## src/design/ahpp_pkg.sv

```systemverilog
package ahpp_pkg;

  localparam int DataW = 32;
  localparam int CfgIdxW = 3;

  // Reset values of the configuration registers
  localparam logic signed [31:0] GainPRst     = 32'sd983;
  localparam logic signed [31:0] GainIRst     = 32'sd197;
  localparam logic signed [31:0] GainDRst     = 32'sd0;
  localparam logic        [16:0] HalfPerRst   = 17'd328;
  localparam logic signed [17:0] DerivPoleRst = 18'sd65405;
  localparam logic        [30:0] DerivGainRst = 31'd1310;
  localparam logic        [30:0] PitchLimRst  = 31'd22877;
  localparam logic        [30:0] ZoneWidthRst = 31'd655360;

  // 0.01 m zone margin and 0.0001 rad hold threshold, in LSB
  localparam logic signed [33:0] ZoneMargin = 34'sd655;
  localparam logic signed [34:0] HoldEpsM1  = 35'sd6;

  typedef enum logic [CfgIdxW-1:0] {
    CFG_GAIN_P      = 3'd0,
    CFG_GAIN_I      = 3'd1,
    CFG_GAIN_D      = 3'd2,
    CFG_HALF_PERIOD = 3'd3,
    CFG_DERIV_POLE  = 3'd4,
    CFG_DERIV_GAIN  = 3'd5,
    CFG_PITCH_LIMIT = 3'd6,
    CFG_ZONE_WIDTH  = 3'd7
  } cfg_idx_t;

  typedef struct packed {
    logic signed [31:0] gain_p;
    logic signed [31:0] gain_i;
    logic signed [31:0] gain_d;
    logic        [16:0] half_period;
    logic signed [17:0] deriv_pole;
    logic        [30:0] deriv_gain;
    logic        [30:0] pitch_limit;
    logic        [30:0] zone_width;
  } cfg_t;

  typedef enum logic [2:0] {
    MS_INT,
    MS_POLE,
    MS_DGAIN,
    MS_P,
    MS_I,
    MS_D
  } mul_sel_t;

  typedef struct packed {
    logic     load;
    logic     calc_err;
    logic     calc_zone;
    logic     mul_en;
    mul_sel_t mul_sel;
    logic     int_upd;
    logic     acc_load;
    logic     deriv_upd;
    logic     sum_load;
    logic     sum_add;
    logic     finish;
  } cmd_t;

  typedef enum logic [3:0] {
    ST_IDLE,
    ST_ERR,
    ST_ZONE,
    ST_MUL_INT,
    ST_MUL_POLE,
    ST_MUL_DGAIN,
    ST_MUL_P,
    ST_MUL_I,
    ST_MUL_D,
    ST_SUM_I,
    ST_SUM_D,
    ST_FIN
  } st_t;

endpackage

```

## src/design/ahpp_ctrl.sv

```systemverilog
module ahpp_ctrl
  import ahpp_pkg::*;
(
  input  logic clk,
  input  logic rst,
  input  logic in_valid,
  output logic in_ready,
  output logic out_valid,
  input  logic out_ready,
  output cmd_t cmd
);

  st_t  state, state_next;
  logic out_free;

  assign out_free = !out_valid || out_ready;

  always_ff @(posedge clk) begin
    if (rst) begin
      state <= ST_IDLE;
    end else begin
      state <= state_next;
    end
  end

  always_comb begin
    state_next = state;
    case (state)
      ST_IDLE:      if (in_valid) state_next = ST_ERR;
      ST_ERR:       state_next = ST_ZONE;
      ST_ZONE:      state_next = ST_MUL_INT;
      ST_MUL_INT:   state_next = ST_MUL_POLE;
      ST_MUL_POLE:  state_next = ST_MUL_DGAIN;
      ST_MUL_DGAIN: state_next = ST_MUL_P;
      ST_MUL_P:     state_next = ST_MUL_I;
      ST_MUL_I:     state_next = ST_MUL_D;
      ST_MUL_D:     state_next = ST_SUM_I;
      ST_SUM_I:     state_next = ST_SUM_D;
      ST_SUM_D:     state_next = ST_FIN;
      ST_FIN:       if (out_free) state_next = ST_IDLE;
      default:      state_next = ST_IDLE;
    endcase
  end

  // Each multiply product is registered in prod_q, then rounded into q for the state that uses it
  always_comb begin
    cmd = '0;
    cmd.mul_sel = MS_INT;
    in_ready = 1'b0;
    case (state)
      ST_IDLE: begin
        in_ready = 1'b1;
        cmd.load = in_valid;
      end
      ST_ERR:  cmd.calc_err = 1'b1;
      ST_ZONE: cmd.calc_zone = 1'b1;
      ST_MUL_INT: begin
        cmd.mul_en = 1'b1;
        cmd.mul_sel = MS_INT;
      end
      ST_MUL_POLE: begin
        cmd.mul_en = 1'b1;
        cmd.mul_sel = MS_POLE;
      end
      ST_MUL_DGAIN: begin
        cmd.mul_en = 1'b1;
        cmd.mul_sel = MS_DGAIN;
        cmd.int_upd = 1'b1;
      end
      ST_MUL_P: begin
        cmd.mul_en = 1'b1;
        cmd.mul_sel = MS_P;
        cmd.acc_load = 1'b1;
      end
      ST_MUL_I: begin
        cmd.mul_en = 1'b1;
        cmd.mul_sel = MS_I;
        cmd.deriv_upd = 1'b1;
      end
      ST_MUL_D: begin
        cmd.mul_en = 1'b1;
        cmd.mul_sel = MS_D;
        cmd.sum_load = 1'b1;
      end
      ST_SUM_I: cmd.sum_add = 1'b1;
      ST_SUM_D: cmd.sum_add = 1'b1;
      ST_FIN:   cmd.finish = out_free;
      default: ;
    endcase
  end

  always_ff @(posedge clk) begin
    if (rst) begin
      out_valid <= 1'b0;
    end else if (cmd.finish) begin
      out_valid <= 1'b1;
    end else if (out_ready) begin
      out_valid <= 1'b0;
    end
  end

endmodule

```

## config.mk

```make
export PLATFORM = sky130hd
export DESIGN_NAME = ahpp_ctrl
export DESIGN_NICKNAME = d
export VERILOG_FILES = /design/src/design/ahpp_pkg.sv /design/src/design/ahpp_ctrl.sv
export SDC_FILE = /design/constraint.sdc
export NUM_CORES = 1
export LEC_CHECK = 0
export BUFFER_PORTS_ARGS = -buffer_cell sky130_fd_sc_hd__buf_2
export CORE_AREA = 2 2 39 41
export DETAILED_ROUTE_END_ITERATION = 8
export DIE_AREA = 0 0 41 43
export GPL_TIMING_DRIVEN = 1
export PLACE_DENSITY_LB_ADDON = 0.12
export SLEW_MARGIN = 40
export SYNTH_ARGS = -nofsm -noshare
export SYNTH_HDL_FRONTEND = slang
export SYNTH_SLANG_ARGS = --single-unit
```

## constraint.sdc

```tcl
create_clock -name clk -period 1.25 [get_ports clk]
set_input_delay 0.25 -clock clk [delete_from_list [all_inputs] [get_ports clk]]
set_output_delay 0.25 -clock clk [all_outputs]
set_load 0.02 [all_outputs]
```

Word level (Yosys, flattened, before mapping)
Index checks and enable logic that the tools add are counted.
{"block": "op_classes", "eq_ne": 13, "mux": 16, "reduce_logical": 6}
{"op": "$pmux 4 s12", "count": 1}
{"op": "$pmux 4 s6", "count": 1}
{"op": "$eq 4x3->1 const B", "count": 4}
{"op": "$eq 4x4->1 const B", "count": 4}
{"op": "$mux 1", "count": 12}
{"op": "$eq 4x2->1 const B", "count": 2}
{"op": "$mux 4", "count": 2}
{"op": "$eq 4x1->1 const B", "count": 1}
{"op": "$logic_not 4->1", "count": 1}
{"op": "$ne 2x2->1 const B", "count": 2}
{"op": "$reduce_and 2->1", "count": 1}
{"op": "$reduce_bool 2->1", "count": 1}
{"op": "$reduce_or 2->1", "count": 1}
{"op": "$logic_not 1->1", "count": 1}
{"op": "$logic_or 1x1->1", "count": 1}
{"block": "totals", "out_inout_bits": 15, "elab_cells": 37, "register_bits": 5}

Longest topological paths before layout
{"block": "logic_depth", "word_depth": 4, "mapped_depth": 4, "depth_no_buf": 3}

Worst setup path after synthesis
OpenSTA, ideal clock, no wires.
{"block": "synth_path", "path_kind": "flip-flop to output port", "from": "register state[2]", "to": "output port cmd[12] (netlist bit)", "required_ps": 1000, "path_stages_with_launch": 4, "arrival_ps": 1544, "path_buffers": 1, "setup_slack_ps": -544, "path_cell_list": "dfxtp_1 -> buf_6 -> nor4_1 -> and2_1"}
{"element": "from (decl)", "line_no": "ahpp_ctrl.sv:13", "text": "st_t state, state_next;"}
{"element": "from (signal assigned)", "line_no": "ahpp_ctrl.sv:22", "text": "state <= state_next;"}
{"element": "to (decl)", "line_no": "ahpp_ctrl.sv:10", "text": "output cmd_t cmd"}

==> run metrics <==
outcome finished, violations left; violated checks negative setup slack; # setup viols final 15; synthesis-to-finish area growth 136%; Power Dens Cells approximately 760 mW/mm²; Crit Path Max Fanout 3; Synth cell types 25; DRT Wirelength around 1.2 mm; Clock transition at path regs 0.05 ns; Worst R2R Setup Slack -0.02 ns; Row Count 14; Final Slew Violations 0; DRT iter0 DRCs 1; CTS tree done; HPWL after DPL between 700 and 800 µm; critical path data arrival time 1.33 ns; maxcap violations 0; number of I/O pins 19; Pre-antenna DRT Iters 3; Reg2Reg Depth 5; commonest cells after routing, fill and taps aside buf_6 (16), buf_4 (15), a21oi_1 (5), buf_2 (5), dfxtp_2 (4); startpoint types flip-flop; cell taking the most area after synthesis dfxtp_1; fmax approximately 0.63 GHz; register bit total from synthesis 5; gr ovfl total 0; fraction of layout cells with a size suffix above 1 0.783; Die Ht between 40 and 50 µm; largest net degree at the start of global routing 9; Inserted Diodes 0; crit-path cells or4b_4 -> nand2_2 -> buf_6; commonest non-fill, non-tap cell in the layout buf_6; die width ~41 µm; total leakage power ~0.00038 µW; max_slew headroom 0.788; Initial Util 0.257; Net Count, Synth 50; critical path class reg2out; final period utilization 1.26; total instance count after detailed placement roughly 90; Vias between 400 and 500; # DRC 0; Sequential Area 105 µm²; Clock Skew 0.00495 ns; vias in the first global route 373; syn_area_per_cell a little under 8 µm²; min-delay worst type in2reg; post-synthesis cell area 355 µm²; fin util 0.605; clock period minus worst slack about 1.6 ns; Largest delay share family, worst path simple AND/OR/NAND/NOR gates; reg2reg end state[0]; HP Start rst; part of the Yosys area used for sequential elements 0.282; VDD IR-drop max slightly below 0.4 mV; Hold EP state[3]; overall power 635 µW; Yosys top cell area share 0.282; CTS H-Tree Depth 1; area of the die around 0.0018 mm²; Fin. Hold Viols 0; CP Capture Type output port; root buffer cell clkbuf_4; Hold Path Depth 2; Wirelength per Cell 12.0 µm; GP Congestion between 0.6 and 0.7; CP bufs+invs 1; I/O Buffers 18; CP max-delay cell or4b_4; vias per inst around 4.8; Longest Clk Path Bufs 2; final-stage net count 88; worst slew pin tran ~0.32 ns; Cells after Synth 46; RSZ-0062 raised after global routing true; synth warn 0; clk_lat worst skew ~0.25 ns; antenna violations before repair 0; Layout Cells excl Fill 99; antenna viol nets, final 0; r2r startpoint state[1]; Worst path max stage delay about 0.56 ns; area of the multi-input gates ~350 µm²; synth top area cells dfxtp_1 (28%), a21oi_1 (8.5%), nor4b_1 (4.9%), buf_2 (4.2%), or4b_4 (3.9%); Fin Setup TNS -3.51 ns; WP data required 1.00 ns; fillers between 100 and 150; Overall Global Routing Usage 0.135; CTS sink cnt 5; post-layout worst setup margin -0.331 ns; TritonCTS Buffers 3; core area 0.00138 mm²; first-pass GRT wire length about 1.6 mm
[sequential cells by signal, indices dropped and copies added, names as in the netlist]
signal	count
state	4
out_valid	1
[per-layer routing]
layer	track usage	up-vias	wire [µm]
li1	-	237	-
met1	0.161	225	475
met2	0.206	13	668
met3	0.0314	0	45
met4	0.0800	0	0
met5	0	-	0
[cell type report]
class | instances | share of cell area
clock buffer | 4 | 0.0314
inverter | 2 | 0.00897
multi-input combinational | 35 | 0.413
sequential | 5 | 0.126
tap | 16 | 0.0239
timing repair buffer | 37 | 0.398
[per-stage QoR]
step | cell area (µm²) | setup WS, ns | hold slack (ns)
finish | 837 | -0.331 | 0.230
global route | 837 | -0.376 | 0.228
CTS | 736 | -0.346 | 0.217
detailed placement | 567 | -0.119 | 0.482
global placement | 567 | -0.106 | 0.480
floorplan | 393 | -0.126 | 0.319
[synth_stat cells]
master	n
a21oi_1	6
dfxtp_1	5
buf_2	3
nand2_1	3
nor2_1	3
inv_1	2
nand2b_1	2
nor2b_1	2
nor3_1	2
nor4b_1	2
o21ai_0	2
and2_1	1
and2b_1	1
buf_6	1
nand3_1	1
nor4_1	1
nor4bb_1	1
o21ai_2	1
o32ai_1	1
o41ai_1	1
or2_1	1
or2b_1	1
or4b_4	1
xnor2_1	1
xor2_1	1
[cells by family after synthesis]
| logic type | share of synthesized area |
|---|---|
| xor gates and xnor gates | 0.0493 |
| DFF | 0.282 |
| AOI/OAI and AO/OA | 0.187 |
| and+or+nand+nor | 0.387 |
| buffers and inverters | 0.0951 |
[timing repair]
item / in CTS / in global routing
hold buffers: 0 / 0
setup buffers: 6 / 4
pin swaps: 8 / 5
hold endpoints to repair: 0 / 0
resized for setup: 35 / 17
endpoints found under the setup margin: 15 / 15
[worst register-to-register path: cells and delay by family (launching register included)]
family	cells	cell delay (ns)
AOI/OAI and AO/OA	2	0.42
buffers and inverters	3	0.41
DFF	1	0.31
[power breakdown]
part | internal [µW] | switching, µW
logic | 139 | 122
clock network | 121 | 76.0
registers | 170 | 6.45
total | 430 | 205
[how the worst max path moves through the flow]
| stage | start | to | slack, ns | cells after the start |
|---|---|---|---|---|
| 6_report | state[1] | cmd[8] | -0.33 | 3 |
| 3_3_place_gp | state[0] | cmd[9] | -0.11 | 3 |
| 3_5_place_dp | state[2] | cmd[9] | -0.12 | 3 |
| 4_1_cts | state[1] | cmd[9] | -0.35 | 3 |
| 2_1_floorplan | state[2] | cmd[9] | -0.13 | 3 |
| 5_1_grt | state[1] | cmd[9] | -0.38 | 3 |
No activity file was read; power rests on OpenSTA's default activity.
