File: src/design/ahpp_pkg.sv
package ahpp_pkg;

  localparam int DataW = 32;
  localparam int CfgIdxW = 3;

  // Reset values of the configuration registers
  localparam logic signed [31:0] GainPRst     = 32'sd983;
  localparam logic signed [31:0] GainIRst     = 32'sd197;
  localparam logic signed [31:0] GainDRst     = 32'sd0;
  localparam logic        [16:0] HalfPerRst   = 17'd328;
  localparam logic signed [17:0] DerivPoleRst = 18'sd65405;
  localparam logic        [30:0] DerivGainRst = 31'd1310;
  localparam logic        [30:0] PitchLimRst  = 31'd22877;
  localparam logic        [30:0] ZoneWidthRst = 31'd655360;

  // 0.01 m zone margin and 0.0001 rad hold threshold, in LSB
  localparam logic signed [33:0] ZoneMargin = 34'sd655;
  localparam logic signed [34:0] HoldEpsM1  = 35'sd6;

  typedef enum logic [CfgIdxW-1:0] {
    CFG_GAIN_P      = 3'd0,
    CFG_GAIN_I      = 3'd1,
    CFG_GAIN_D      = 3'd2,
    CFG_HALF_PERIOD = 3'd3,
    CFG_DERIV_POLE  = 3'd4,
    CFG_DERIV_GAIN  = 3'd5,
    CFG_PITCH_LIMIT = 3'd6,
    CFG_ZONE_WIDTH  = 3'd7
  } cfg_idx_t;

  typedef struct packed {
    logic signed [31:0] gain_p;
    logic signed [31:0] gain_i;
    logic signed [31:0] gain_d;
    logic        [16:0] half_period;
    logic signed [17:0] deriv_pole;
    logic        [30:0] deriv_gain;
    logic        [30:0] pitch_limit;
    logic        [30:0] zone_width;
  } cfg_t;

  typedef enum logic [2:0] {
    MS_INT,
    MS_POLE,
    MS_DGAIN,
    MS_P,
    MS_I,
    MS_D
  } mul_sel_t;

  typedef struct packed {
    logic     load;
    logic     calc_err;
    logic     calc_zone;
    logic     mul_en;
    mul_sel_t mul_sel;
    logic     int_upd;
    logic     acc_load;
    logic     deriv_upd;
    logic     sum_load;
    logic     sum_add;
    logic     finish;
  } cmd_t;

  typedef enum logic [3:0] {
    ST_IDLE,
    ST_ERR,
    ST_ZONE,
    ST_MUL_INT,
    ST_MUL_POLE,
    ST_MUL_DGAIN,
    ST_MUL_P,
    ST_MUL_I,
    ST_MUL_D,
    ST_SUM_I,
    ST_SUM_D,
    ST_FIN
  } st_t;

endpackage

File: src/design/ahpp_dp.sv
module ahpp_dp
  import ahpp_pkg::*;
(
  input  logic                    clk,
  input  logic                    rst,
  input  cfg_t                    cfg,
  input  cmd_t                    cmd,
  input  logic signed [DataW-1:0] altitude_command,
  input  logic signed [DataW-1:0] altitude_measured,
  input  logic                    restart,
  output logic signed [DataW-1:0] pitch_command,
  output logic                    clamped
);

  function automatic logic signed [31:0] sat_33(input logic signed [32:0] x);
    if (x > 33'sd2147483647) begin
      return 32'sh7fffffff;
    end else if (x < -33'sd2147483648) begin
      return 32'sh80000000;
    end else begin
      return x[31:0];
    end
  endfunction

  logic signed [31:0] cmd_q, meas_q;
  logic signed [31:0] err, last_error, integrator, prev_int, derivative, acc;
  logic signed [32:0] dsum, ddif;
  logic               in_zone;
  logic signed [63:0] prod_q;
  logic signed [31:0] q;
  logic signed [33:0] sum;

  logic signed [32:0] diff, zw33;
  logic signed [33:0] zw34, zone_lo, zone_hi, err34;
  logic signed [33:0] mul_a, mul_b;
  logic signed [67:0] prod;
  logic signed [63:0] rnd;
  logic signed [47:0] shf;
  logic signed [31:0] rnd_sat;
  logic signed [33:0] lim, pitch;
  logic signed [34:0] sum35, lim35;
  logic               held;

  assign diff = {cmd_q[31], cmd_q} - {meas_q[31], meas_q};
  assign zw33 = {2'b00, cfg.zone_width};
  assign zw34 = {3'b000, cfg.zone_width};
  assign err34 = {{2{err[31]}}, err};
  assign zone_lo = ZoneMargin - zw34;
  assign zone_hi = zw34 - ZoneMargin;

  always_comb begin
    case (cmd.mul_sel)
      MS_INT: begin
        mul_a = {17'd0, cfg.half_period};
        mul_b = {dsum[32], dsum};
      end
      MS_POLE: begin
        mul_a = {{16{cfg.deriv_pole[17]}}, cfg.deriv_pole};
        mul_b = {{2{derivative[31]}}, derivative};
      end
      MS_DGAIN: begin
        mul_a = {3'b000, cfg.deriv_gain};
        mul_b = {ddif[32], ddif};
      end
      MS_P: begin
        mul_a = {{2{cfg.gain_p[31]}}, cfg.gain_p};
        mul_b = err34;
      end
      MS_I: begin
        mul_a = {{2{cfg.gain_i[31]}}, cfg.gain_i};
        mul_b = {{2{integrator[31]}}, integrator};
      end
      MS_D: begin
        mul_a = {{2{cfg.gain_d[31]}}, cfg.gain_d};
        mul_b = {{2{derivative[31]}}, derivative};
      end
      default: begin
        mul_a = '0;
        mul_b = '0;
      end
    endcase
  end

  assign prod = mul_a * mul_b;

  // Round to nearest, ties up, then saturate
  assign rnd = prod_q + 64'sd32768;
  assign shf = rnd[63:16];
  always_comb begin
    if (shf > 48'sd2147483647) begin
      rnd_sat = 32'sh7fffffff;
    end else if (shf < -48'sd2147483648) begin
      rnd_sat = 32'sh80000000;
    end else begin
      rnd_sat = shf[31:0];
    end
  end

  assign lim = {3'b000, cfg.pitch_limit};
  assign sum35 = {sum[33], sum};
  assign lim35 = {4'b0000, cfg.pitch_limit};
  always_comb begin
    if (sum > lim) begin
      pitch = lim;
    end else if (sum < -lim) begin
      pitch = -lim;
    end else begin
      pitch = sum;
    end
  end
  // deviation of at least 7 LSB from the limited value
  assign held = (sum35 > lim35 + HoldEpsM1) || (sum35 < -lim35 - HoldEpsM1);

  always_ff @(posedge clk) begin
    if (cmd.load) begin
      cmd_q  <= altitude_command;
      meas_q <= altitude_measured;
    end
    if (cmd.calc_err) begin
      if (diff > zw33) begin
        err <= zw33[31:0];
      end else if (diff < -zw33) begin
        err <= 32'(-zw33);
      end else begin
        err <= diff[31:0];
      end
    end
    if (cmd.calc_zone) begin
      in_zone <= (err34 > zone_lo) && (err34 < zone_hi);
      dsum    <= {err[31], err} + {last_error[31], last_error};
      ddif    <= {err[31], err} - {last_error[31], last_error};
    end
    if (cmd.mul_en) begin
      prod_q <= prod[63:0];
    end
    q <= rnd_sat;
    if (cmd.acc_load) begin
      acc <= q;
    end
    if (cmd.sum_load) begin
      sum <= {{2{q[31]}}, q};
    end else if (cmd.sum_add) begin
      sum <= sum + {{2{q[31]}}, q};
    end
    if (cmd.int_upd) begin
      prev_int <= integrator;
    end
    if (cmd.finish) begin
      pitch_command <= pitch[31:0];
      clamped       <= held;
    end
  end

  always_ff @(posedge clk) begin
    if (rst) begin
      integrator <= '0;
      last_error <= '0;
      derivative <= '0;
    end else begin
      if (cmd.load && restart) begin
        integrator <= '0;
        last_error <= '0;
        derivative <= '0;
      end
      if (cmd.int_upd) begin
        integrator <= in_zone ? sat_33({integrator[31], integrator} + {q[31], q}) : '0;
      end
      if (cmd.deriv_upd) begin
        derivative <= sat_33({acc[31], acc} + {q[31], q});
      end
      if (cmd.finish) begin
        last_error <= err;
        if (held) begin
          integrator <= prev_int;
        end
      end
    end
  end

endmodule

File: config.mk
export PLATFORM = sky130hd
export DESIGN_NAME = ahpp_dp
export DESIGN_NICKNAME = d
export VERILOG_FILES = /design/src/design/ahpp_pkg.sv /design/src/design/ahpp_dp.sv
export SDC_FILE = /design/constraint.sdc
export NUM_CORES = 2
export LEC_CHECK = 0
export ABC_AREA = 1
export BUFFER_PORTS_ARGS = -buffer_cell sky130_fd_sc_hd__buf_2
export CAP_MARGIN = 10
export CORE_MARGIN = 4
export CORE_UTILIZATION = 37
export CTS_CLUSTER_SIZE = 20
export DETAILED_ROUTE_END_ITERATION = 7
export PLACE_DENSITY = 0.54
export SYNTH_ARGS = -nofsm -noshare
export SYNTH_HDL_FRONTEND = slang
export SYNTH_SLANG_ARGS = --single-unit
File: constraint.sdc
create_clock -name clk -period 13.5 [get_ports clk]
set_input_delay 1.35 -clock clk [delete_from_list [all_inputs] [get_ports clk]]
set_output_delay 1.35 -clock clk [all_outputs]
set_load 0.01 [all_outputs]
# Word-level counts from Yosys, hierarchy flattened
# Index checks and enable logic that the tools add are counted.
[totals]
reg_bits = 486
in_bits = 304
out_inout_bits = 33
elab_cells = 81
[op_classes]
n_addsub = 14
mul = 1
magnitude_cmp = 14
eq_ne = 5
n_mux = 21
reduce_logical = 8
[op_table]
columns = ["op", "count"]
rows = [
  ["32-bit two-way mux", 15],
  ["34-bit one-hot mux with 6 select lines", 1],
  ["34-bit one-hot mux with 5 select lines", 1],
  ["32-bit by 32-bit adder with 33-bit output", 3],
  ["34-bit two-way mux", 2],
  ["33-bit by 32-bit > comparator with 1-bit output, second input constant", 2],
  ["33-bit by 32-bit < comparator with 1-bit output, second input constant", 2],
  ["32-bit by 32-bit subtractor with 33-bit output", 2],
  ["64-bit by 17-bit adder with 64-bit output, second input constant", 1],
  ["34-bit by 34-bit multiplier with 64-bit output", 1],
  ["31-bit two-way mux", 2],
  ["48-bit by 32-bit > comparator with 1-bit output, second input constant", 1],
  ["48-bit by 32-bit < comparator with 1-bit output, second input constant", 1],
  ["34-bit by 35-bit < comparator with 1-bit output", 1],
  ["31-bit negation with 35-bit output", 1],
  ["35-bit by 4-bit subtractor with 35-bit output, second input constant", 1],
  ["34-bit adder", 1],
  ["34-bit by 32-bit > comparator with 1-bit output", 1],
  ["34-bit by 33-bit > comparator with 1-bit output", 1],
  ["34-bit < comparator", 1],
  ["31-bit negation with 34-bit output", 1],
  ["33-bit by 32-bit > comparator with 1-bit output", 1],
  ["33-bit < comparator", 1],
  ["31-bit negation with 33-bit output", 1],
  ["13 further kinds", 18],
]

# Depth between registers and ports, before layout
[logic_depth]
ltp_word = 8
ltp_mapped = 42
mapped_depth_nobuf = 39

# Worst setup path after synthesis
# No wires, ideal clock.
[synth_timing]
path_kind = "input -> register"
from = "in cmd[6] in the netlist's numbering"
to = "reg prod_q[60] (data pin)"
setup_ps = 252
arrival_time_ps = 9163
t_required_ps = 13248
slack_ps = 4084
path_stages = 34
n_path_buf = 5
cell_sequence = "buf_4 > inv_4 > nand3_2 > inv_2 > buf_4 > buf_6 > buf_6 > a221oi_1 > and2_1 > buf_2 > nor2_1 > fa_1 > fa_1 > fa_1 > inv_1 > fa_1 > inv_1 > fa_1 > fa_1 > fa_1 > fa_1 > ha_1 > a21oi_1 > inv_1 > a31oi_1 > inv_1 > a21oi_1 > inv_1 > nand2_1 > o211ai_1 > a31oi_1 > nand2_1 > nand2_1 > nand2_1"
[synth_via]
elab_chain_cells = 4
elab_cells_between_ends = 10
cone_classes = "mul: 1; eq/ne: 5; mux: 2; reduce/logical: 2"
[synth_lines]
columns = ["item", "line_no", "source"]
rows = [
  ["start, declared", "ahpp_dp.sv:7", "input cmd_t cmd,"],
  ["3-bit == test or 3-bit by 1-bit == test with 1-bit output (tied branches)", "ahpp_dp.sv:52", "case (cmd.mul_sel)"],
  ["2-bit OR reduction (no source line)", "n/a", ""],
  ["34-bit one-hot mux with 5 select lines", "ahpp_dp.sv:52", ""],
  ["34-bit by 34-bit multiplier with 64-bit output *", "ahpp_dp.sv:84", "assign prod = mul_a * mul_b;"],
  ["via prod[60]", "ahpp_dp.sv:36", "logic signed [67:0] prod;"],
  ["end signal, assigned", "ahpp_dp.sv:134", "prod_q <= prod[63:0];"],
  ["end, declared", "ahpp_dp.sv:29", "logic signed [63:0] prod_q;"],
]
# Mark *: on every way through the listed nets, which the timed path passes. The rest lies on a longest branch.
# A chain may end at the register's enable or synchronous reset.

# Final worst setup path
[layout_timing]
from = "in cmd[6] in the netlist's numbering"
to = "reg prod_q[63] (data pin)"
# The elaborated chain is that of the path after synthesis.

==> flow_metrics.py <==
metrics = {
    "outcome": {
        "status": "completed",
    },
    "yosys": {
        "synth_ff_type": "edfxtp_1",
        "syn-num-nets": 12500,
        "yosys_warnings": 0,
        "ys_ff_latch": 470,
        "netlist_area_um2": 81000,
        "ys_types": 67,
        "netlist_instances": 10400,
        "seq_area_frac_synth_pct": 15.8,
        "synth_edf_count": 342,
        "synth_area_per_cell_um2": 7.80,
        "async_flop_share_pct": 0,
    },
    "sta": {
        "relSlewSlack_pct": 17.3,
        "layout_worst_path_cycle_share_pct": 87.2,
        "finalHoldViolCount": 0,
        "finClkSkew_ns": 0.0588,
        "worstMarginPinSlew_ns": 1.24,
        "tns_ns": 0,
        "drv_slew": 0,
        "max_freq_mhz": 84.9,
        "rsz0062_at_grt": "no",
        "period_minus_slack_ns": 11.77,
        "finalSetupViolations": 0,
    },
    "final_layout": {
        "areaGrowthSynthToFinish_pct": 8.31,
        "fill_cells": 22500,
        "seqCellArea_um2": 12800,
        "drive_above_1_share_pct": 6.86,
        "fin_nets": 12700,
        "multiInputGateArea_um2": 58800,
    },
    "setup_path": {
        "end_kind": "flop",
        "critPathMaxFanout": 33,
        "cpPeakStageDelay_ns": 1.13,
        "path_class": "input port to flop",
        "startpoint_type": "input port",
        "path_common_cell": "fa_1",
        "slowest_stage": "fa_1",
        "crit_arrival_ns": 12.18,
        "required_ns": 13.91,
    },
    "floorplanning": {
        "dieHeight_um": 476,
        "die_area_um2": 226000,
        "fp.coreArea_um2": 217000,
        "start_util_pct": 37.2,
        "fp-row-count": 171,
        "dieWidth_um": 476,
        "io_pins": 337,
    },
    "placed_design": {
        "io_buffers": 336,
        "place.gp.congestion": 1.01,
        "dp_hpwl_um": 266000,
    },
    "global_route": {
        "grt.total_usage_pct": 28.5,
        "antenna_found_initial": 13,
        "grt_overflow": 0,
        "grt_max_degree": 68,
        "grt_pass1_wl_um": 478000,
        "grt_pass1_vias": 72900,
    },
    "cts": {
        "ctsResizeCount": 0,
        "root_buffer": "clkbuf_16",
        "clk_path_buf_depth": 3,
        "clock_sinks": 470,
        "cts.clk_slew.worst_paths_ns": 0.06,
        "cts_tree": "done",
        "htree_levels": 3,
        "clock_latency_ns": 0.70,
        "post-cts-setup-buffers": 0,
        "hold_buffers": 0,
        "cts_made_buffers": 66,
    },
    "routing": {
        "drc_errors": 0,
        "dr.pass1.iters": 7,
        "avgViaCountPerCell": 5.32,
        "wl_um": 325000,
        "wire_per_inst_um": 24.1,
        "drtIter0Drc": 6611,
        "vias": 71800,
        "antenna_left": 0,
    },
    "flow_run": {
        "cap_violations": 0,
    },
    "min_path": {
        "min_path_type": "flop to flop",
    },
}
[worst max-delay path: cells and delay by family]
family                   cells  cell delay (ns)
AO/OA/AOI/OAI                5             0.99
adder cells (fa/ha/maj)      9             5.50
buffers and inverters        7             2.22
AND/OR/NAND/NOR              9             2.10
[sequential cells by signal, indices dropped and copies added (netlist names)]
| register | flops |
|---|---|
| dsum | 33 |
| last_error | 32 |
| cmd_q | 32 |
| err | 32 |
| sum | 34 |
| derivative | 32 |
| integrator | 32 |
| prev_int | 32 |
| clamped | 1 |
| in_zone | 1 |
| q | 32 |
| acc | 32 |
| meas_q | 32 |
| ddif | 32 |
| pitch_command | 32 |
| prod_q | 49 |
[per-layer routing]
layer / track usage [%] / share of wire, % / vias to the layer above
met5: 0.832 / 0.074 / -
met4: 12.0 / 5.1 / 6
met3: 6.81 / 9.4 / 558
met2: 43.3 / 43 / 3181
met1: 38.6 / 42 / 35400
li1: - / - / 32600
[cell families (layout without fill, tap and decap cells)]
group / count (synthesis) / after routing / synth area share (%)
buffers and inverters: 2384 / 2625 / 11.7
xor gates and xnor gates: 384 / 384 / 4.15
adders and majority gates: 1807 / 1807 / 38.7
AOI/OAI and AO/OA: 1108 / 1108 / 7.89
and+or+nand+nor: 4224 / 4224 / 21.8
DFF: 470 / 470 / 15.8
other: 0 / 7 / 0
[area by class of cell]
cell class              instances  area share (%)
diodes                          7          0.0200
clock buffers                  83            2.04
clock inverters                37           0.418
inverters                    2037            8.72
multi-input cells            7523            67.0
flip-flops and latches        470            14.6
well taps                    2854            4.07
repair buffers                468            3.05
[synthesized netlist by cell type, types with 11 or more instances]
cell / number / area share [%]
nor2_1: 1357 / 6.3
a22o_1: 60 / 0.65
a21oi_1: 479 / 3.0
buf_4: 24 / 0.22
o21bai_1: 36 / 0.33
a21boi_0: 16 / 0.15
buf_6: 22 / 0.31
a21o_1: 28 / 0.26
or2_2: 19 / 0.15
buf_1: 11 / 0.051
o21ai_0: 329 / 2.0
inv_1: 1974 / 9.2
ha_1: 647 / 10
a31oi_1: 36 / 0.28
and2_1: 25 / 0.19
clkbuf_1: 108 / 0.50
edfxtp_1: 342 / 13
xor2_1: 331 / 3.6
buf_2: 181 / 1.1
nand4_1: 88 / 0.68
clkinv_1: 13 / 0.060
dfxtp_1: 128 / 3.2
nor3_1: 118 / 0.73
o21a_1: 18 / 0.17
inv_2: 48 / 0.22
nand2_2: 16 / 0.12
o211ai_1: 17 / 0.16
nor4_4: 13 / 0.34
nor4_1: 40 / 0.31
xnor2_1: 53 / 0.57
nand2_1: 2069 / 9.6
a221oi_1: 31 / 0.34
nand3b_1: 13 / 0.12
fa_1: 1160 / 29
nand3_1: 403 / 2.5
a211oi_1: 11 / 0.10
[through the flow]
stage,area [µm²],worst slack (ns),util [%],hold WS [ns],std cells
floorplan,81000,4.08,-,0.445,10400
global placement,85500,1.44,39.3,0.455,13400
detailed placement,85500,1.16,39.3,0.460,13400
CTS,87700,1.85,40.3,0.469,13500
global route,87700,1.21,40.3,0.492,13500
finish,87700,1.73,40.3,0.467,13500
[placed cells by master (no fill, tap or decap), drive strengths merged, types with 4 or more instances in the layout]
| cell type | synthesis | routed |
|---|---|---|
| nor4 | 61 | 61 |
| nand2 | 2089 | 2089 |
| a21boi | 19 | 19 |
| buf | 238 | 468 |
| a22o | 60 | 60 |
| ha | 647 | 647 |
| diode | 0 | 7 |
| and3 | 9 | 9 |
| or2 | 20 | 20 |
| clkinv | 13 | 31 |
| inv | 2024 | 2031 |
| a221oi | 33 | 33 |
| o31ai | 10 | 10 |
| a211oi | 11 | 11 |
| edfxtp | 342 | 342 |
| dfxtp | 128 | 128 |
| clkbuf | 109 | 83 |
| nor2 | 1372 | 1372 |
| a31oi | 36 | 36 |
| and2 | 25 | 25 |
| xor2 | 331 | 331 |
| o21a | 18 | 18 |
| o221ai | 5 | 5 |
| nand3 | 411 | 411 |
| a21oi | 480 | 480 |
| xnor2 | 53 | 53 |
| nor3 | 129 | 129 |
| nand3b | 13 | 13 |
| o21bai | 36 | 36 |
| clkinvlp | 0 | 9 |
| o2111ai | 5 | 5 |
| a21o | 28 | 28 |
| nor3b | 4 | 4 |
| o211ai | 17 | 17 |
| nand4 | 89 | 89 |
| o21ai | 339 | 339 |
| fa | 1160 | 1160 |
[final timing paths]
check	startpoint	endpoint	depth (start not counted)	slack, ns
worst min register to register	derivative[3]$_SDFFE_PP0P_	derivative[3]$_SDFFE_PP0P_	2	0.47
worst max register to register	err[31]$_SDFFCE_PP0P_	prod_q[62]$_DFFE_PP_	30	3.63
worst min-delay path	derivative[3]$_SDFFE_PP0P_	derivative[3]$_SDFFE_PP0P_	2	0.47
worst max-delay path	cmd[6]	prod_q[63]$_DFFE_PP_	30	1.73
Power is left out: the tool's default activity adds up to more than one toggle a clock period on the data nets, which glitch-free logic cannot reach.
