==> src/design/ahpp_pkg.sv <==
package ahpp_pkg;

  localparam int DataW = 32;
  localparam int CfgIdxW = 3;

  // Reset values of the configuration registers
  localparam logic signed [31:0] GainPRst     = 32'sd983;
  localparam logic signed [31:0] GainIRst     = 32'sd197;
  localparam logic signed [31:0] GainDRst     = 32'sd0;
  localparam logic        [16:0] HalfPerRst   = 17'd328;
  localparam logic signed [17:0] DerivPoleRst = 18'sd65405;
  localparam logic        [30:0] DerivGainRst = 31'd1310;
  localparam logic        [30:0] PitchLimRst  = 31'd22877;
  localparam logic        [30:0] ZoneWidthRst = 31'd655360;

  // 0.01 m zone margin and 0.0001 rad hold threshold, in LSB
  localparam logic signed [33:0] ZoneMargin = 34'sd655;
  localparam logic signed [34:0] HoldEpsM1  = 35'sd6;

  typedef enum logic [CfgIdxW-1:0] {
    CFG_GAIN_P      = 3'd0,
    CFG_GAIN_I      = 3'd1,
    CFG_GAIN_D      = 3'd2,
    CFG_HALF_PERIOD = 3'd3,
    CFG_DERIV_POLE  = 3'd4,
    CFG_DERIV_GAIN  = 3'd5,
    CFG_PITCH_LIMIT = 3'd6,
    CFG_ZONE_WIDTH  = 3'd7
  } cfg_idx_t;

  typedef struct packed {
    logic signed [31:0] gain_p;
    logic signed [31:0] gain_i;
    logic signed [31:0] gain_d;
    logic        [16:0] half_period;
    logic signed [17:0] deriv_pole;
    logic        [30:0] deriv_gain;
    logic        [30:0] pitch_limit;
    logic        [30:0] zone_width;
  } cfg_t;

  typedef enum logic [2:0] {
    MS_INT,
    MS_POLE,
    MS_DGAIN,
    MS_P,
    MS_I,
    MS_D
  } mul_sel_t;

  typedef struct packed {
    logic     load;
    logic     calc_err;
    logic     calc_zone;
    logic     mul_en;
    mul_sel_t mul_sel;
    logic     int_upd;
    logic     acc_load;
    logic     deriv_upd;
    logic     sum_load;
    logic     sum_add;
    logic     finish;
  } cmd_t;

  typedef enum logic [3:0] {
    ST_IDLE,
    ST_ERR,
    ST_ZONE,
    ST_MUL_INT,
    ST_MUL_POLE,
    ST_MUL_DGAIN,
    ST_MUL_P,
    ST_MUL_I,
    ST_MUL_D,
    ST_SUM_I,
    ST_SUM_D,
    ST_FIN
  } st_t;

endpackage

==> src/design/ahpp_cfg.sv <==
module ahpp_cfg
  import ahpp_pkg::*;
(
  input  logic               clk,
  input  logic               rst,
  input  logic               cfg_write,
  input  logic [CfgIdxW-1:0] cfg_index,
  input  logic [DataW-1:0]   cfg_data,
  output cfg_t               cfg
);

  always_ff @(posedge clk) begin
    if (rst) begin
      cfg.gain_p      <= GainPRst;
      cfg.gain_i      <= GainIRst;
      cfg.gain_d      <= GainDRst;
      cfg.half_period <= HalfPerRst;
      cfg.deriv_pole  <= DerivPoleRst;
      cfg.deriv_gain  <= DerivGainRst;
      cfg.pitch_limit <= PitchLimRst;
      cfg.zone_width  <= ZoneWidthRst;
    end else if (cfg_write) begin
      case (cfg_idx_t'(cfg_index))
        CFG_GAIN_P:      cfg.gain_p      <= $signed(cfg_data);
        CFG_GAIN_I:      cfg.gain_i      <= $signed(cfg_data);
        CFG_GAIN_D:      cfg.gain_d      <= $signed(cfg_data);
        CFG_HALF_PERIOD: cfg.half_period <= cfg_data[16:0];
        CFG_DERIV_POLE:  cfg.deriv_pole  <= $signed(cfg_data[17:0]);
        CFG_DERIV_GAIN:  cfg.deriv_gain  <= cfg_data[30:0];
        CFG_PITCH_LIMIT: cfg.pitch_limit <= cfg_data[30:0];
        CFG_ZONE_WIDTH:  cfg.zone_width  <= cfg_data[30:0];
        default: ;
      endcase
    end
  end

endmodule

==> config.mk <==
export PLATFORM = sky130hd
export DESIGN_NAME = ahpp_cfg
export DESIGN_NICKNAME = d
export VERILOG_FILES = /design/src/design/ahpp_pkg.sv /design/src/design/ahpp_cfg.sv
export SDC_FILE = /design/constraint.sdc
export NUM_CORES = 1
export LEC_CHECK = 0
export BUFFER_PORTS_ARGS = -buffer_cell sky130_fd_sc_hd__buf_2
export CAP_MARGIN = 20
export CORE_ASPECT_RATIO = 1.1
export CORE_MARGIN = 5
export CORE_UTILIZATION = 35
export DETAILED_ROUTE_END_ITERATION = 7
export PLACE_DENSITY_LB_ADDON = 0.3
export REMOVE_ABC_BUFFERS = 1
export SLEW_MARGIN = 20
export SYNTH_ARGS = -nofsm -noshare
export SYNTH_HDL_FRONTEND = slang
export SYNTH_SLANG_ARGS = --single-unit
==> constraint.sdc <==
create_clock -name clk -period 1.2 [get_ports clk]
set_input_delay 0.06 -clock clk [delete_from_list [all_inputs] [get_ports clk]]
set_output_delay 0.06 -clock clk [all_outputs]
set_load 0.02 [all_outputs]
== After elaboration in Yosys (flattened, before gate mapping) ==
Index checks and enable logic that the tools add are counted.

* Output and inout bits: 224
* Logic and storage cells: 24
* Input port bits: 38
* Flip-flop bits (word level): 224

* Reductions and logical operators: 9
* Equal/unequal tests: 7

{| class="wikitable"
|+ Operators with widths
! operator !! count
|-
| 2-bit AND reduction || 8
|-
| 3-bit == test (second input constant) || 4
|-
| 3-bit by 2-bit == test with 1-bit output (second input constant) || 2
|-
| 3-bit by 1-bit == test with 1-bit output (second input constant) || 1
|-
| 3-bit logical NOT || 1
|}

== Logic depth before layout (Yosys ltp) ==
Gate-level depths: netlist of the first run.

* Depth after elaboration: 2
* Gate-level depth with buffers: 5
* Depth with buffers taken out: 2

== Worst setup path after synthesis of the first run ==
OpenSTA, ideal clock, no wires.

* Path type: input to register
* Start: input cfg_index[0]
* End: register cfg[219] (netlist bit)
* Library setup time: 0.124 ns
* Stages on the path: 4
* Arrival time: 0.987 ns
* Buffers on the path: 2
* Slack: 0.089 ns
* Data required time: 1.076 ns
* Cell sequence: or4b_1 > buf_6 > buf_12 > mux2i_1

* Word-level cells in the longest chain between the ends: 2

{| class="wikitable"
|+ Ends and longest elaborated chain
! item !! RTL line !! text
|-
| start: declaration || ahpp_cfg.sv:7 || <nowiki>input logic [CfgIdxW-1:0] cfg_index,</nowiki>
|-
| 3-bit logical NOT || ahpp_cfg.sv:23 || <nowiki>case (cfg_idx_t'(cfg_index))</nowiki>
|-
| 2-bit AND reduction (no source line) || - ||
|-
| end: declaration || ahpp_cfg.sv:9 || <nowiki>output cfg_t cfg</nowiki>
|}

Every way passes these cells.
A chain may end at the register's enable or synchronous reset.

== Final worst setup path of the first run ==
* Start: register cfg[102] (netlist bit)
* End: output cfg[102] (netlist bit)

No word-level cell between the ends.

==> results of run 1 <==
synth_stat cells (all sizes together):
| library cell | n | area, um2 |
|---|---|---|
| nand4b | 3 | 26.3 |
| or4b | 1 | 10.0 |
| nor4bb | 1 | 10.0 |
| nand4bb | 3 | 33.8 |
| and4 | 1 | 8.76 |
| nor4b | 1 | 8.76 |
| nand4 | 1 | 6.26 |
| nor2 | 64 | 240 |
| mux2i | 224 | 2240 |
| dfxtp | 224 | 4480 |
| buf | 32 | 193 |
| nand2b | 210 | 1310 |
| clkbuf | 27 | 101 |
| and4bb | 2 | 25.0 |
logic make-up (layout without fill, tap and decap cells):
| kind of cell | Yosys count | in the layout | synth area share, % |
|---|---|---|---|
| AND/OR/NAND/NOR | 287 | 287 | 19.3 |
| multiplexers | 224 | 224 | 25.8 |
| flip-flops | 224 | 224 | 51.5 |
| buffers and inverters | 59 | 368 | 3.38 |
through the flow:
stage	setup WS [ps]	area [um2]
after floorplan	-1760	8410
after global placement	-31.5	10600
after detailed placement	-76.5	10600
after CTS	62.2	11700
after global routing	45.8	11700
final	95.1	11700
power by group through the flow:
stage	logic, mW	clock network, mW	registers (mW)
after floorplan	0.496	0	8.05
after global placement	1.30	0	7.85
after detailed placement	1.31	0	7.85
after CTS	1.40	7.36	7.69
after global routing	1.49	7.69	7.70
final	1.37	7.11	7.69
routing by layer:
metal	vias to the layer above	routed length (um)	global-route usage (%)
met5	-	0	0
met4	0	330	3.01
met3	32	1890	5.23
met2	212	10900	27.2
met1	3034	10400	20.5
li1	3226	-	-
placed cells by master, fill, tap and decap left out, types with 2 or more instances in the layout:
cell type,instances
buf_4,20
nor2_1,64
clkbuf_8,4
and4bb_2,2
buf_12,15
clkbuf_1,10
nand4bb_1,2
clkbuf_16,25
dlygate4sd3_1,31
mux2i_1,224
nand2b_1,210
buf_2,260
nand4b_1,3
dfxtp_1,224
worst min-delay path by stage:
stage	from	end	slack [ps]	cells after the start
floorplan	rst	cfg[17]	220	2
global placement	cfg_data[17]	cfg[17]	340	3
detailed placement	cfg_data[5]	cfg[98]	350	3
CTS	rst	cfg[192]	40	4
global route	rst	cfg[196]	90	4
finish	cfg_data[16]	cfg[208]	30	3
what timing repair did:
action / CTS / global route
hold buffers: 31 / 0
hold endpoints to repair: 182 / 0
setup endpoints to repair: 0 / 0
setup buffers: 0 / 0
layout make-up:
cell class / instances / area [um2] / share of cell area, %
Clock inverter: 2 / 37.5 / 0.322
Sequential cell: 224 / 4480 / 38.4
Multi-Input combinational cell: 511 / 3960 / 34.0
Timing Repair Buffer: 327 / 2070 / 17.8
Tap cell: 310 / 388 / 3.33
Clock buffer: 39 / 718 / 6.16
==> qor.csv, run 1 <==
stage;metric;value;unit
run_status;status;finished clean;
timing;clock.fmax;905;MHz
logic_synthesis;yosysSeqAreaShare;51.5;%
worst_setup_path;crit_path_end_kind;output port;
cells_and_area;fillCellCount;2253;
clock_tree;htreeDepth;1;
timing;slew_violations;0;
timing;tightest_slew;370;ps
min_path;hold_class;in -> reg;
worst_setup_path;cp-endpoint;cfg[102];
clock_tree;path_clk_slew;60;ps
cells_and_area;drive_gt1_share;30.1;%
timing;whs;33.0;ps
pwr;ir_drop;0.849;mV
timing;period_share;92.1;%
worst_setup_path;start_kind;flip-flop;
global_routing;antenna_found_initial;0;
worst_setup_path;crit_chain;buf_2;
timing;fin_tns_setup;0;ps
timing;min_period;1100;ps
route;drc;0;
pwr;pwr-share-seq;47.5;%
timing;setup_viol;0;
pwr;clkPwrFrac;44.0;%
cells_and_area;largest_reg_flops;224;
timing;relSlewSlack;75.3;%
worst_setup_path;crit_required;1140;ps
route;drt_iter0_drc;263;
cells_and_area;final_cells;1413;
worst_setup_path;regToRegEndpoint;cfg[174];
clock_tree;ctsLongestPathBuffers;3;
logic_synthesis;synthDistinctLibCells;19;
timing;rsz0062_at_grt;no;
pwr;p_total;16.2;mW
timing;hold_viol_final;0;
worst_setup_path;crit_buf_inv;1;
floorplanning;ios;262;
pwr;leakage;5.99;nW
global_routing;grt.total_usage;16.2;%
logic_synthesis;syn_area;0.00870;mm2
pwr;power_density;1390;mW/mm2
floorplanning;start_util;35.6;%
worst_setup_path;worstSetupPathDepth;1;
global_routing;grt_pass1_wl;37.4;mm
logic_synthesis;ys_seq_elements;224;
worst_setup_path;cpLargestDelayFamily;flip-flops;
route;vias;6504;
pwr;p_sw;3.69;mW
clock_tree;cts_tree;yes;
pwr;power_frac_comb;8.5;%
worst_setup_path;crit_fanout;2;
cells_and_area;syn2layout_area_growth;34.0;%
clock_tree;clock-root-buffer;clkbuf_16;
placement;gp_congestion;0.727;
clock_tree;cts_resized;0;
floorplanning;core;0.0245;mm2
worst_setup_path;setup.worst_path.class;reg -> out;
logic_synthesis;syn_area_per_cell;11.0;um2
logic_synthesis;synth_warnings;0;
cells_and_area;top_regs;cfg x224;
placement;hpwl;16.2;mm
worst_setup_path;ff2ff_path_depth;2;
route;wirelength;23.5;mm
worst_setup_path;r2r_start;cfg[174];
pwr;p_int;12.5;mW
cells_and_area;regMostFlops;cfg;
route;first_pass_iters;4;
clock_tree;cts_buffers;24;
pwr;netSwitchingFraction;22.8;%
worst_setup_path;slowest_stage;dfxtp_1;
worst_setup_path;crit_start;cfg[102];
clock_tree;cts.sinks;224;
cells_and_area;fin_util;47.7;%
timing;clock_skew;0;ps
floorplanning;fp.dieW;160;um
cells_and_area;final_nets;1126;
route;detail_route.wl_per_cell;16.7;um
clock_tree;clk_latency;510;ps
worst_setup_path;rrSetupSlack;580;ps
run;max-cap-violations;0;
global_routing;grt_start_max_net_pins;71;
floorplanning;die-area;0.0281;mm2
global_routing;grt_pass1_vias;6760;
placement;dp_cells;1341;
route;viasPerCell;4.60;
cells_and_area;antenna_cells;0;
route;antenna_left;0;
floorplanning;die_h;175;um
worst_setup_path;worstPathArrival;1040;ps
placement;io_buffers;261;
worst_setup_path;max_stage_delay;360;ps
logic_synthesis;syn_inst;794;
global_routing;overflow;0;
floorplanning;row_count;60;
No activity file was read; power rests on OpenSTA's default activity.
==> run 2: changes to the inputs <==
==> constraint.sdc (replaced) <==
create_clock -name clk -period 0.95 [get_ports clk]
set_input_delay 0.0475 -clock clk [delete_from_list [all_inputs] [get_ports clk]]
set_output_delay 0.0475 -clock clk [all_outputs]
set_load 0.02 [all_outputs]
==> qor.csv, run 2 (same netlist as run 1, synthesis figures left out) <==
stage;metric;value;unit;change
run_status;status;finished with violations;;
run_status;violations;negative setup slack;;
global_routing;grt_pass1_vias;7358;;+8.8%
min_path;hold_path_end;cfg[39];;
global_routing;grt_pass1_wl;41.3;mm;+10%
floorplanning;die_h;175;um;unchanged
floorplanning;row_count;60;;unchanged
cells_and_area;antenna_cells;0;;unchanged
pwr;leakage;6.90;nW;+15%
pwr;ir_drop;1.12;mV;+32%
global_routing;grt.total_usage;17.9;%;+1.8 points
min_path;hold_path_depth;4;;+1
pwr;clkPwrFrac;43.8;%;-0.2 points
cells_and_area;syn2layout_area_growth;63.2;%;
cells_and_area;seqCellArea;0.00476;mm2;+6.3%
pwr;p_sw;5.07;mW;+37%
pwr;power_frac_comb;10.3;%;+1.8 points
route;first_pass_iters;4;;unchanged
worst_setup_path;crit_required;900;ps;-240 ps
route;viasPerCell;4.65;;+0.98%
pwr;p_int;16.2;mW;+30%
timing;setup_viol;224;;+224
cells_and_area;final_nets;1230;;+9.2%
timing;min_period;1040;ps;
global_routing;grt_start_max_net_pins;57;;-20%
worst_setup_path;crit_buf_inv;1;;unchanged
clock_tree;ctsLongestPathBuffers;3;;unchanged
floorplanning;fp.dieW;160;um;unchanged
run;max-cap-violations;0;;unchanged
route;drt_iter0_drc;241;;-8.4%
global_routing;grt_busiest_layer;met2;;
cells_and_area;final_cell_mix;buf_6 (225), mux2i_1 (224), dfxtp_2 (224), nand2b_1 (210), buf_4 (118);;
floorplanning;start_util;35.6;%;unchanged
timing;period_share;110;%;
cells_and_area;regMostFlops;cfg;;
clock_tree;htreeDepth;1;;unchanged
cells_and_area;top_regs;cfg x224;;
floorplanning;core;0.0245;mm2;unchanged
global_routing;grt_use_met1;21.8;%;+1.3 points
worst_setup_path;r2r_start;cfg[66];;
route;vias;7065;;+8.6%
pwr;pwr-share-seq;46.0;%;-1.5 points
worst_setup_path;ff2ff_path_depth;4;;+2
worst_setup_path;setup.worst_path.class;reg -> out;;
worst_setup_path;crit_fanout;2;;unchanged
worst_setup_path;start_kind;flip-flop;;
clock_tree;cts_tree;yes;;
worst_setup_path;worstPathArrival;990;ps;-50 ps
route;wirelength;26.6;mm;+13%
min_path;hold_class;in -> reg;;
route;antenna_left;0;;unchanged
clock_tree;clock-root-buffer;clkbuf_16;;
worst_setup_path;crit_path_end_kind;output port;;
timing;fin_tns_setup;-12730;ps;-12,730 ps
timing;finalWorstSetupSlack;-91.3;ps;-186 ps
clock_tree;cts_buffers;25;;+4.2%
worst_setup_path;max_stage_delay;360;ps;about the same
cells_and_area;multi_input_area;0.00396;mm2;unchanged
global_routing;gr-usage-met3;5.19;%;-0.047 points
pwr;netSwitchingFraction;23.8;%;+0.96 points
route;detail_route.wl_per_cell;17.5;um;+5.2%
timing;tightest_slew;406;ps;+35.9 ps
route;drc;0;;unchanged
min_path;hold_start;rst;;
floorplanning;ios;262;;unchanged
cells_and_area;fillCellCount;1986;;-12%
global_routing;overflow;0;;unchanged
timing;clock.fmax;960;MHz;
worst_setup_path;regToRegEndpoint;cfg[66];;
clock_tree;cts.sinks;224;;unchanged
cells_and_area;drive_gt1_share;55.0;%;+25 points
placement;io_buffers;261;;unchanged
pwr;power_density;1500;mW/mm2;+8.2%
global_routing;gr-usage-met2;31.1;%;+3.9 points
timing;rsz0062_at_grt;yes;;
timing;relSlewSlack;72.9;%;-2.5 points
timing;slew_violations;0;;unchanged
cells_and_area;largest_reg_flops;224;;unchanged
worst_setup_path;cpLargestDelayFamily;flip-flops;;
floorplanning;die-area;0.0281;mm2;unchanged
placement;hpwl;16.5;mm;+1.7%
pwr;p_total;21.3;mW;+32%
worst_setup_path;crit_chain;buf_6;;
placement;gp_congestion;0.753;;+3.6%
clock_tree;clk_latency;510;ps;about the same
timing;clock_skew;0;ps;unchanged
worst_setup_path;slowest_stage;dfxtp_2;;
global_routing;antenna_found_initial;0;;unchanged
worst_setup_path;rrSetupSlack;90;ps;-490 ps
cells_and_area;layout_commonest_cell;buf_6;;
timing;hold_viol_final;0;;unchanged
clock_tree;path_clk_slew;60;ps;about the same
## run 2: tightest hold or removal path, cell delays in order
cell and delay, ps:
buf_6 110, buf_12 180, nor2_1 110, mux2i_1 70
## run 2: stage by stage
step / instance area, um2 / worst slack [ps] / hold slack, ps / util (%) / cells
after CTS: 13800 / -110 / 21.1 / 56.4 / 1467
after global routing: 14200 / -120 / 67.3 / 58.0 / 1520
final: 14200 / -91.3 / 53.5 / 58.0 / 1520
after global placement: 10800 / -246 / 325 / 44.0 / 1358
after floorplan: 8410 / -2000 / 204 / - / 735
after detailed placement: 10800 / -273 / 338 / 44.0 / 1358
## run 2: worst max path at each step
stage	startpoint	to	slack (ps)	depth (start not counted)
2_1_floorplan	cfg_index[2]	cfg[192]	-2000	2
3_3_place_gp	cfg_index[0]	cfg[205]	-250	5
3_5_place_dp	cfg_index[0]	cfg[205]	-270	5
4_1_cts	cfg[101]	cfg[101]	-110	1
5_1_grt	cfg[176]	cfg[176]	-120	1
6_report	cfg[101]	cfg[101]	-90	1
## run 2: area by class of cell
type | instances | share of cell area (%)
Clock buffer | 36 | 4.98
Clock inverter | 9 | 0.555
Multi-Input combinational cell | 511 | 27.9
Sequential cell | 224 | 33.6
Tap cell | 310 | 2.73
Timing Repair Buffer | 430 | 30.3
## run 2: timing repair
action / 4_1_cts / 5_1_grt
resized for setup: 672 / 0
endpoints found under the hold margin: 211 / 0
hold buffers: 32 / 0
buffers inserted: 32 / 53
endpoints found under the setup margin: 224 / 224
## run 2: power groups by stage
stage	logic (mW)	registers, mW	clock network, mW
after floorplan	0.627	10.2	0
after global placement	1.72	9.92	0
after detailed placement	1.73	9.92	0
after CTS	2.12	9.79	9.59
after global routing	2.33	9.82	10.0
final	2.19	9.80	9.33
## run 2: metal layers
layer	share of wire, %	wire length (um)
met2	49	13100
met1	42	11200
met4	2.4	640
met3	6.6	1750
met5	0	0
==> run 3: changes to the inputs <==
--- a/config.mk
+++ b/config.mk
@@ -7,6 +7,8 @@
 export LEC_CHECK = 0
 export BUFFER_PORTS_ARGS = -buffer_cell sky130_fd_sc_hd__buf_2
 export CAP_MARGIN = 20
+export CELL_PAD_IN_SITES_DETAIL_PLACEMENT = 1
+export CELL_PAD_IN_SITES_GLOBAL_PLACEMENT = 1
 export CORE_ASPECT_RATIO = 1.1
 export CORE_MARGIN = 5
 export CORE_UTILIZATION = 35
==> qor.csv, run 3 (same netlist as run 1, synthesis figures left out) <==
stage;metric;value;unit;change
clock_tree;clk_latency;510;ps;about the same
worst_setup_path;ff2ff_path_depth;4;;unchanged
worst_setup_path;slowest_stage;dfxtp_2;;
timing;fin_tns_setup;-14350;ps;-1620 ps
route;viasPerCell;4.73;;+1.9%
worst_setup_path;crit_chain;buf_6;;
cells_and_area;drive_gt1_share;56.6;%;+1.6 points
worst_setup_path;setup.worst_path.class;reg -> out;;
floorplanning;row_count;60;;unchanged
run;max-cap-violations;0;;unchanged
timing;clock_skew;0;ps;unchanged
worst_setup_path;max_stage_delay;370;ps;about the same
floorplanning;start_util;35.6;%;unchanged
pwr;p_int;16.7;mW;+2.7%
timing;min_period;1060;ps;+19.1 ps
worst_setup_path;start_kind;flip-flop;;
worst_setup_path;rrSetupSlack;30;ps;-60 ps
placement;dp_cells;1364;;+0.44%
timing;period_share;112;%;+2.0 points
global_routing;grt_pass1_vias;7909;;+7.5%
global_routing;grt.total_usage;20.4;%;+2.4 points
route;vias;7414;;+4.9%
clock_tree;htreeDepth;1;;unchanged
timing;rsz0062_at_grt;yes;;
floorplanning;die-area;0.0281;mm2;unchanged
clock_tree;clock-root-buffer;clkbuf_16;;
cells_and_area;final_nets;1279;;+4.0%
global_routing;overflow;0;;unchanged
run_status;status;finished with violations;;
timing;slew_violations;0;;unchanged
worst_setup_path;worstSetupPathDepth;1;;unchanged
cells_and_area;fin_util;59.3;%;+1.3 points
route;antenna_left;0;;unchanged
cells_and_area;final_cells;1566;;+3.0%
cells_and_area;fillCellCount;2512;;+26%
timing;whs;47.3;ps;-6.25 ps
timing;tightest_slew;305;ps;-101 ps
placement;io_buffers;261;;unchanged
clock_tree;cts_tree;yes;;
route;wirelength;32.4;mm;+22%
timing;relSlewSlack;79.7;%;+6.8 points
timing;setup_viol;224;;unchanged
pwr;leakage;7.14;nW;+3.5%
cells_and_area;final_cell_mix;buf_6 (225), mux2i_1 (224), dfxtp_2 (223), nand2b_1 (210), buf_4 (173);;
clock_tree;path_clk_slew;60;ps;about the same
cells_and_area;layout_commonest_cell;buf_6;;
pwr;ir_drop;1.10;mV;-1.7%
pwr;power_density;1500;mW/mm2;+0.23%
route;first_pass_iters;4;;unchanged
timing;clock.fmax;943;MHz;-1.8%
cells_and_area;largest_reg_flops;224;;unchanged
worst_setup_path;crit_buf_inv;1;;unchanged
worst_setup_path;crit_path_end_kind;output port;;
pwr;p_sw;5.15;mW;+1.6%
clock_tree;cts.sinks;224;;unchanged
placement;hpwl;18.6;mm;+13%
min_path;hold_path_depth;4;;unchanged
pwr;netSwitchingFraction;23.6;%;-0.19 points
pwr;pwr-share-seq;44.9;%;-1.1 points
route;drc;0;;unchanged
run_status;violations;negative setup slack;;
floorplanning;die_h;175;um;unchanged
global_routing;grt_pass1_wl;46.0;mm;+11%
floorplanning;core;0.0245;mm2;unchanged
cells_and_area;antenna_cells;0;;unchanged
worst_setup_path;worstPathArrival;1010;ps;+20 ps
worst_setup_path;crit_required;900;ps;about the same
timing;finalWorstSetupSlack;-110;ps;-19.1 ps
worst_setup_path;crit_fanout;2;;unchanged
placement;gp_congestion;0.738;;-2.1%
global_routing;grt_start_max_net_pins;39;;-32%
pwr;power_frac_comb;10.5;%;+0.2 points
floorplanning;fp.dieW;160;um;unchanged
route;detail_route.wl_per_cell;20.7;um;+18%
global_routing;antenna_found_initial;2;;+2
clock_tree;cts_buffers;24;;-4.0%
pwr;p_total;21.8;mW;+2.4%
min_path;hold_class;in -> reg;;
timing;hold_viol_final;0;;unchanged
clock_tree;ctsLongestPathBuffers;3;;unchanged
floorplanning;ios;262;;unchanged
worst_setup_path;cpLargestDelayFamily;flip-flops;;
cells_and_area;syn2layout_area_growth;66.8;%;
pwr;clkPwrFrac;44.6;%;+0.8 points
route;drt_iter0_drc;215;;-11%
cells_and_area;top_regs;cfg x224;;
cells_and_area;regMostFlops;cfg;;
-- run 3: changes by cell type in the layout (fill, tap and decap cells not counted), moves of 2 or more --
cell / before / now
buf_12: 19 / 13
clkinv_2: 5 / 3
buf_4: 118 / 173
bufinv_16: 1 / 3
clkinvlp_4: 2 / 0
-- run 3: routing by layer --
metal | wire, um | track usage (%) | part of all wire, %
met4 | 540 | 3.91 | 1.7
met2 | 16500 | 36.5 | 51
met3 | 2020 | 5.84 | 6.2
met1 | 13300 | 24.5 | 41
met5 | 19 | 0 | 0.059
-- run 3: power groups by stage --
stage	registers (mW)	logic, mW	clock network, mW
CTS	9.80	2.17	9.88
detailed placement	9.93	1.74	0
global route	9.83	2.44	10.3
finish	9.81	2.29	9.73
global placement	9.92	1.72	0
floorplan	10.2	0.627	0
-- run 3: worst paths after layout --
path / start / endpoint
worst min register to register: cfg[152] / cfg[152]
worst max register to register: cfg[88] / cfg[88]
worst max-delay path: cfg[210] / cfg[210]
worst min-delay path: rst / cfg[93]
-- run 3: final cells by class --
type,instances,area [um2],area share [%]
Clock inverter,7,114,0.784
Sequential cell,224,4770,32.8
Timing Repair Buffer,480,4600,31.7
Tap cell,310,388,2.67
Clock buffer,34,689,4.75
Multi-Input combinational cell,511,3950,27.2
-- run 3: repair_timing --
action | 4_1_cts | 5_1_grt
hold endpoints to repair | 209 | 0
setup endpoints to repair | 224 | 224
buffers inserted | 56 | 72
hold buffers | 33 | 0
gates cloned | 0 | 0
gates resized for setup | 672 | 1
-- run 3: per-stage QoR --
step	cell area (um2)	worst slack [ps]
floorplan	8410	-2000
global placement	10700	-298
detailed placement	10700	-310
CTS	14000	-125
global route	14500	-133
finish	14500	-110
